## config.mk

```make
export PLATFORM = sky130hd
export DESIGN_NAME = jls_ctrl
export DESIGN_NICKNAME = d
export VERILOG_FILES = /design/src/jls_pkg.sv /design/src/jls_ctrl.sv
export SDC_FILE = /design/constraint.sdc
export NUM_CORES = 1
export LEC_CHECK = 0
export BUFFER_PORTS_ARGS = -buffer_cell sky130_fd_sc_hd__buf_2
export CAP_MARGIN = 0
export CORE_ASPECT_RATIO = 1.75
export CORE_MARGIN = 10
export CORE_UTILIZATION = 40
export DETAILED_ROUTE_END_ITERATION = 10
export PLACE_DENSITY = 0.65
export SYNTH_ARGS = -nofsm -noshare
export SYNTH_HDL_FRONTEND = slang
export SYNTH_SLANG_ARGS = --single-unit
export TNS_END_PERCENT = 10
```

## constraint.sdc

```tcl
create_clock -name clk_i -period 6.7 [get_ports clk_i]
set_input_delay 0.67 -clock clk_i [delete_from_list [all_inputs] [get_ports clk_i]]
set_output_delay 0.67 -clock clk_i [all_outputs]
set_load 0.02 [all_outputs]
```

## src/jls_pkg.sv

```systemverilog
`timescale 1ns / 1ps
`default_nettype none
package jls_pkg;

  localparam int MAX_N     = 16;
  localparam int FRAC_BITS = 16;
  localparam int IDX_W     = $clog2(MAX_N);
  localparam int MADDR_W   = 2 * IDX_W;
  localparam int DATA_W    = 32;
  localparam int ITER_W    = 16;
  localparam int SIZE_W    = 5;
  localparam int TOL_W     = 31;
  localparam int CFG_IDX_W = 2;
  localparam int ACC_W     = DATA_W + IDX_W + 2;
  localparam int DVD_W     = DATA_W + FRAC_BITS;
  localparam int CNT_W     = $clog2(DVD_W + 1);
  localparam int STAT_W    = 2;
  localparam int CMD_W     = 2;

  localparam logic [CMD_W-1:0] CMD_LD_MAT = 2'd0;
  localparam logic [CMD_W-1:0] CMD_LD_RHS = 2'd1;
  localparam logic [CMD_W-1:0] CMD_LD_X   = 2'd2;
  localparam logic [CMD_W-1:0] CMD_SOLVE  = 2'd3;

  localparam logic [STAT_W-1:0] ST_CONVERGED = 2'd0;
  localparam logic [STAT_W-1:0] ST_LIMIT     = 2'd1;
  localparam logic [STAT_W-1:0] ST_ZERO_DIAG = 2'd2;

  localparam logic [CFG_IDX_W-1:0] CFG_SIZE  = 2'd0;
  localparam logic [CFG_IDX_W-1:0] CFG_TOL   = 2'd1;
  localparam logic [CFG_IDX_W-1:0] CFG_LIMIT = 2'd2;

  typedef struct packed {
    logic [CMD_W-1:0]         cmd;
    logic [IDX_W-1:0]         row;
    logic [IDX_W-1:0]         col;
    logic signed [DATA_W-1:0] value;
  } req_t;

  typedef struct packed {
    logic [IDX_W-1:0]         index;
    logic signed [DATA_W-1:0] solution;
    logic [ITER_W-1:0]        iterations;
    logic [STAT_W-1:0]        status;
    logic                     last;
  } res_t;

  typedef struct packed {
    logic              load;
    logic              diag_rd;
    logic              row_rd;
    logic              out_rd;
    logic              out_last;
    logic              clr_solve;
    logic              clr_worst;
    logic              div_start;
    logic              upd;
    logic              flip;
    logic [IDX_W-1:0]  row_idx;
    logic [IDX_W-1:0]  col_idx;
    logic [STAT_W-1:0] stat;
    logic [ITER_W-1:0] iters;
  } ctrl_cmd_t;

  typedef struct packed {
    logic zero_diag;
    logic pipe_empty;
    logic div_done;
    logic converged;
  } dp_stat_t;

  // Clamp a wide signed value into the 32-bit signed range.
  function automatic logic signed [DATA_W-1:0] sat32(input logic signed [63:0] v);
    if ((&v[63:DATA_W-1]) || !(|v[63:DATA_W-1])) begin
      return v[DATA_W-1:0];
    end
    return v[63] ? {1'b1, {(DATA_W-1){1'b0}}} : {1'b0, {(DATA_W-1){1'b1}}};
  endfunction

endpackage
`default_nettype wire

```

## src/jls_ctrl.sv

```systemverilog
`timescale 1ns / 1ps
`default_nettype none
module jls_ctrl (
  input  wire logic                        clk_i,
  input  wire logic                        rst_ni,
  input  wire logic                        start,
  input  wire jls_pkg::req_t               req_i,
  input  wire logic [jls_pkg::SIZE_W-1:0]  sys_size_i,
  input  wire logic [jls_pkg::ITER_W-1:0]  iter_limit_i,
  input  wire jls_pkg::dp_stat_t           stat_i,
  output logic                             busy,
  output jls_pkg::ctrl_cmd_t               cmd_o
);
  import jls_pkg::*;

  localparam logic [3:0] S_IDLE  = 4'd0;
  localparam logic [3:0] S_DIAG  = 4'd1;
  localparam logic [3:0] S_DWAIT = 4'd2;
  localparam logic [3:0] S_ROW   = 4'd3;
  localparam logic [3:0] S_DRAIN = 4'd4;
  localparam logic [3:0] S_DIV   = 4'd5;
  localparam logic [3:0] S_UPD   = 4'd6;
  localparam logic [3:0] S_EVAL  = 4'd7;
  localparam logic [3:0] S_OUT   = 4'd8;

  logic [3:0]        state_q, state_d;
  logic [IDX_W-1:0]  i_q, i_d, j_q, j_d;
  logic [ITER_W-1:0] sweep_q, sweep_d;
  logic [STAT_W-1:0] stat_q, stat_d;
  logic [IDX_W-1:0]  last_idx;
  logic [ITER_W-1:0] limit;

  always_comb begin
    if (sys_size_i == '0) begin
      last_idx = '0;
    end else if (sys_size_i > SIZE_W'(MAX_N)) begin
      last_idx = IDX_W'(MAX_N - 1);
    end else begin
      last_idx = IDX_W'(sys_size_i - SIZE_W'(1));
    end
    limit = (iter_limit_i == '0) ? ITER_W'(1) : iter_limit_i;
  end

  always_comb begin
    state_d = state_q;
    i_d     = i_q;
    j_d     = j_q;
    sweep_d = sweep_q;
    stat_d  = stat_q;
    cmd_o   = '0;
    cmd_o.stat  = stat_q;
    cmd_o.iters = sweep_q;
    unique case (state_q)
      S_IDLE: begin
        if (start) begin
          if (req_i.cmd == CMD_SOLVE) begin
            cmd_o.clr_solve = 1'b1;
            sweep_d = '0;
            i_d     = '0;
            state_d = S_DIAG;
          end else begin
            cmd_o.load = 1'b1;
          end
        end
      end
      S_DIAG: begin
        cmd_o.diag_rd = 1'b1;
        cmd_o.row_idx = i_q;
        cmd_o.col_idx = i_q;
        if (i_q == last_idx) begin
          state_d = S_DWAIT;
        end else begin
          i_d = i_q + IDX_W'(1);
        end
      end
      S_DWAIT: begin
        i_d = '0;
        j_d = '0;
        if (stat_i.zero_diag) begin
          stat_d  = ST_ZERO_DIAG;
          state_d = S_OUT;
        end else begin
          cmd_o.clr_worst = 1'b1;
          sweep_d = ITER_W'(1);
          state_d = S_ROW;
        end
      end
      S_ROW: begin
        cmd_o.row_rd  = 1'b1;
        cmd_o.row_idx = i_q;
        cmd_o.col_idx = j_q;
        if (j_q == last_idx) begin
          state_d = S_DRAIN;
        end else begin
          j_d = j_q + IDX_W'(1);
        end
      end
      S_DRAIN: begin
        if (stat_i.pipe_empty) begin
          cmd_o.div_start = 1'b1;
          state_d = S_DIV;
        end
      end
      S_DIV: begin
        if (stat_i.div_done) begin
          state_d = S_UPD;
        end
      end
      S_UPD: begin
        cmd_o.upd     = 1'b1;
        cmd_o.row_idx = i_q;
        j_d = '0;
        if (i_q == last_idx) begin
          state_d = S_EVAL;
        end else begin
          i_d     = i_q + IDX_W'(1);
          state_d = S_ROW;
        end
      end
      S_EVAL: begin
        cmd_o.flip = 1'b1;
        i_d = '0;
        j_d = '0;
        if (stat_i.converged) begin
          stat_d  = ST_CONVERGED;
          state_d = S_OUT;
        end else if (sweep_q >= limit) begin
          stat_d  = ST_LIMIT;
          state_d = S_OUT;
        end else begin
          cmd_o.clr_worst = 1'b1;
          sweep_d = sweep_q + ITER_W'(1);
          state_d = S_ROW;
        end
      end
      S_OUT: begin
        cmd_o.out_rd   = 1'b1;
        cmd_o.col_idx  = j_q;
        cmd_o.out_last = (j_q == last_idx);
        if (j_q == last_idx) begin
          state_d = S_IDLE;
        end else begin
          j_d = j_q + IDX_W'(1);
        end
      end
      default: state_d = S_IDLE;
    endcase
  end

  always_ff @(posedge clk_i or negedge rst_ni) begin
    if (!rst_ni) begin
      state_q <= S_IDLE;
      i_q     <= '0;
      j_q     <= '0;
      sweep_q <= '0;
      stat_q  <= ST_CONVERGED;
    end else begin
      state_q <= state_d;
      i_q     <= i_d;
      j_q     <= j_d;
      sweep_q <= sweep_d;
      stat_q  <= stat_d;
    end
  end

  assign busy = (state_q != S_IDLE);

endmodule
`default_nettype wire

```

# Word level (Yosys, flattened, before mapping)
# Index checks and enable logic that the tools add are counted.
dict set report classes {
  addsub 4
  n_lt_le_gt_ge 2
  eq_ne 25
  mux 50
  n_reduce_logical 18
}
# op n
set ops {}
lappend ops {{2-to-1 mux 16 bit} 6}
lappend ops {{2-to-1 mux 4 bit} 17}
lappend ops {{one-hot mux 16 bit (3 select lines)} 1}
lappend ops {{one-hot mux 4 bit (9 select lines)} 1}
lappend ops {{!= test 2 bit (second input constant)} 13}
lappend ops {{adder 16 x 1 -> 16 bit (second input constant)} 1}
lappend ops {{== test 4 x 3 -> 1 bit (second input constant)} 4}
lappend ops {{>= comparator 16 bit} 1}
lappend ops {{zero test 16 bit} 1}
lappend ops {{one-hot mux 4 bit (2 select lines)} 2}
lappend ops {{2-to-1 mux 1 bit} 15}
lappend ops {{one-hot mux 4 bit (3 select lines)} 1}
lappend ops {{adder 4 x 1 -> 4 bit (second input constant)} 2}
lappend ops {{== test 4 x 2 -> 1 bit (second input constant)} 2}
lappend ops {{== test 4 bit} 2}
lappend ops {{2-to-1 mux 2 bit} 4}
lappend ops {{AND reduction 7 bit} 1}
lappend ops {{AND reduction 6 bit} 1}
lappend ops {{nonzero test 3 bit} 2}
lappend ops {{OR reduction 2 bit} 3}
lappend ops {{OR reduction 3 bit} 2}
lappend ops {{> comparator 5 bit (second input constant)} 1}
lappend ops {{zero test 5 bit} 1}
lappend ops {{== test 4 x 1 -> 1 bit (second input constant)} 1}
lappend ops {{other kinds (13)} 14}
dict set report word_totals {
  regBits 30
  input_bits 70
  out_inout_bits 37
  elab_cells 104
}

# Longest topological paths before layout
dict set report depth {
  ltp_word 6
  mapped_depth 11
  ltp_nobuf 9
}

# Worst setup path after synthesis
# Ideal clock, no wire load.
dict set report synth_path {
  kind {input to output}
  startpoint {input port sys_size_i[0] (netlist name)}
  endpoint {output port cmd_o[31] (netlist name)}
  arrival_time_ns 2.640
  slack_ns 3.390
  cell_stages 7
  n_path_buf 0
  cell_sequence {inv_1 > ha_1 > or2_1 > maj3_1 > o22a_1 > a2111oi_4 > and2_2}
}
# element line
set synth_rtl {}
lappend synth_rtl {{start: declaration} jls_ctrl.sv:8} ;# input wire logic [jls_pkg::SIZE_W-1:0] sys_size_i,
lappend synth_rtl {{end: declaration} jls_ctrl.sv:12} ;# output jls_pkg::ctrl_cmd_t cmd_o

==> flow_summary.toml <==
[grt]
grt_use_total_pct = 15.54
grt_pass1_vias = 2825
antenna_found_initial = 0
grt_max_degree = 31
grt_pass1_wl_um = 13220
overflow = 0

[yosys]
yosys_warnings = 0
async_flop_share_pct = 100.0
ys_types = 59
syn_inst = 320
avgSynthCellArea_um2 = 8.254
netlist_area_um2 = 2641
synth-seq-cells = 30
synthFlopType = "dfrtp_1"
synth_nets = 410
synth-edff-count = 0
ys_seq_area_share_pct = 28.42

[floorplan]
num_io_pins = 107
dieHeight_um = 127.5
coreArea_um2 = 6490
initial_utilization_pct = 40.70
die_area_um2 = 10380
die_x_um = 81.43
rows = 39

[routing]
drc = 0
wire_per_inst_um = 16.81
viasPerCell = 5.751
wl_um = 7835
dr_total_vias = 2680
ant_nets = 0
drtIter0Drc = 153
dr.pass1.iters = 5

[setup_path]
reg2regPathDepth = 8
arrival_ns = 3.08
crit_path_top_delay_cell = "a2111oi_4"
cp-start-kind = "input port"
cp_max_fo = 8
startpoint = "sys_size_i[0]"
slowest_delay_ns = 0.58
cp.required_ns = 6.03
crit_family = "compound AO/OA/AOI/OAI gates"
crit_type = "in -> out"
worstSetupEndpointType = "output pin"
crit_chain = "buf_2, inv_1, ha_1, or2_1, maj3_1, o22a_1, a2111oi_4, and2_2, buf_2"
crit_cells = 9
path_common_cell = "buf_2"
r2r_start = "sweep_q[11]"
crit_buf_inv = 3

[clock_network]
hold_buffers = 0
numCtsBuffers = 5
clkSinkCount = 30
insertion_delay_ns = 0.28
clockBufferDepth = 2
cts_resized = 0
cts.reportedPaths.clkPinSlew_ns = 0.05
cts_root_buf = "clkbuf_16"
cts_tree = "yes"
cts-htree-levels = 2
post-cts-setup-buffers = 0

[finish]
drive_gt1_share_pct = 22.92
syn_to_final_growth_pct = 20.61
antenna_cells = 0
stdcell_count = 466
fin_nets = 473

[power]
powerDensity_nw_per_um2 = 281.0
p_leak_nw = 1.575
ir_drop_mv = 0.2315

[placed_design]
placed_cells = 458
gp_congestion = 0.8250
hpwl_um = 6205
io_buffers = 66

[timing]
tightest_slew_ns = 0.8100
min_period_over_period_pct = 55.94
whs_ns = 0.4338
maxSlewHeadroom_pct = 45.80
slew_violations = 0
finalHoldViolations = 0
max_freq_mhz = 266.8
fin_tns_setup_ns = 0
layout_min_cycle_time_ns = 3.748
setup_viol = 0
fin_worst_skew_ns = 0.006700
rsz0062_at_grt = "false"

[min_path]
worstHoldPathType = "in -> async"

[flow_run]
maxCapViolations = 0

[run_status]
outcome = "finished clean"
==> state kept, by name, indices dropped and copies added, names as in the netlist <==
signal and count:
sweep_q 16, stat_q 2, i_q 4, j_q 4
state_q 4
==> cell usage in the layout (no fill, tap or decap), types with 5 or more instances in the layout <==
master / netlist / routed
and3_1: 6 / 6
ha_1: 20 / 20
inv_1: 33 / 33
or4_1: 11 / 11
dfrtp_1: 30 / 30
o31ai_1: 14 / 14
nand4_1: 6 / 6
clkbuf_16: 0 / 5
mux2i_1: 7 / 7
a31oi_1: 6 / 6
nand2_1: 29 / 29
and2_1: 6 / 6
nor2_1: 12 / 12
a21oi_1: 24 / 24
nand3_1: 17 / 17
o21ai_0: 16 / 16
buf_2: 2 / 66
==> layer usage <==
metal / part of all wire (%) / track usage [%] / vias to the layer above
met2: 55 / 29.43 / 86
met5: 0 / 0 / -
li1: - / - / 1319
met1: 37 / 15.76 / 1264
met4: 1.6 / 5.015 / 0
met3: 7.0 / 3.581 / 11
==> stage by stage <==
stage                     instance area (um2)  util [%]  total power [mW]  setup WS [ns]
after floorplan                          2641         -            0.5504          3.390
after global placement                   3038     46.81            0.6637          2.970
after detailed placement                 3038     46.81            0.6696          2.942
after CTS                                3186     49.08            0.9015          2.929
after global routing                     3186     49.08            0.9651          2.769
final                                    3186     49.08            0.8952          2.952
==> worst reg2reg max path, stage by stage, from the launching register on <==
cell and delay (ns):
dfrtp_1 0.46, ha_1 0.37, a21oi_1 0.13, o21ai_0 0.15, a2111oi_4 0.61, a21oi_1 0.18
buf_4 0.25, or4_1 0.48, a21oi_1 0.19
==> power by group <==
part	switching [mW]	total (mW)	leakage (nW)	internal, mW
logic	0.236	0.384	1.10	0.148
registers	0.0690	0.284	0.402	0.215
clock network	0.0806	0.228	0.0739	0.147
==> kinds of logic after synthesis <==
| kind of cell | after synthesis | synth area share [%] |
|---|---|---|
| buf+inv | 44 | 6.348 |
| compound gates | 90 | 25.01 |
| mux | 7 | 2.653 |
| xor+xnor | 4 | 1.326 |
| simple gates | 123 | 25.96 |
| fa+ha+maj | 22 | 10.28 |
| flops | 30 | 28.42 |
==> final cells by class <==
cell class	count	area [um2]
Clock inverter	1	5.005
Sequential cell	30	750.7
Timing Repair Buffer	67	337.8
Clock buffer	7	142.6
Tap cell	82	102.6
Fill cell	662	3304
Multi-Input combinational cell	246	1723
Inverter	33	123.9
==> cell usage after synthesis (2+ instances only) <==
| master | instances | share of area [%] |
|---|---|---|
| or2_2 | 4 | 0.95 |
| a21boi_0 | 4 | 1.1 |
| ha_1 | 20 | 9.5 |
| nor2_1 | 12 | 1.7 |
| nor2b_1 | 3 | 0.71 |
| buf_2 | 2 | 0.38 |
| nand2b_1 | 2 | 0.47 |
| nor4bb_1 | 2 | 0.76 |
| inv_1 | 33 | 4.7 |
| nor4b_1 | 2 | 0.66 |
| and2_1 | 6 | 1.4 |
| a22o_1 | 3 | 0.99 |
| a2111oi_4 | 2 | 2.1 |
| or2_1 | 2 | 0.47 |
| nor3b_1 | 3 | 0.85 |
| nand3_1 | 17 | 3.2 |
| a21oi_1 | 24 | 4.5 |
| nand4_1 | 6 | 1.4 |
| xnor2_1 | 4 | 1.3 |
| o32ai_1 | 2 | 0.66 |
| and3_1 | 6 | 1.4 |
| o21ai_0 | 16 | 3.0 |
| dfrtp_1 | 30 | 28 |
| mux2i_1 | 7 | 2.7 |
| nor4_1 | 4 | 0.95 |
| a31oi_1 | 6 | 1.4 |
| or3_1 | 3 | 0.71 |
| and4_1 | 2 | 0.66 |
| clkbuf_1 | 8 | 1.1 |
| o31ai_1 | 14 | 4.0 |
| nor3_1 | 3 | 0.57 |
| a41oi_1 | 2 | 0.66 |
| nand2_1 | 29 | 4.1 |
| or4_1 | 11 | 3.1 |
| a211oi_1 | 2 | 0.57 |
==> final timing paths <==
kind	slack, ns	endpoint
setup / recovery	2.95	cmd_o[31]
hold / removal	0.43	sweep_q[13]
setup reg to reg	3.80	sweep_q[5]
hold reg to reg	0.50	stat_q[1]
max in group asynchronous	5.81	sweep_q[4]
min in group clk_i	0.50	stat_q[1]
No activity file was read; power rests on OpenSTA's default activity.
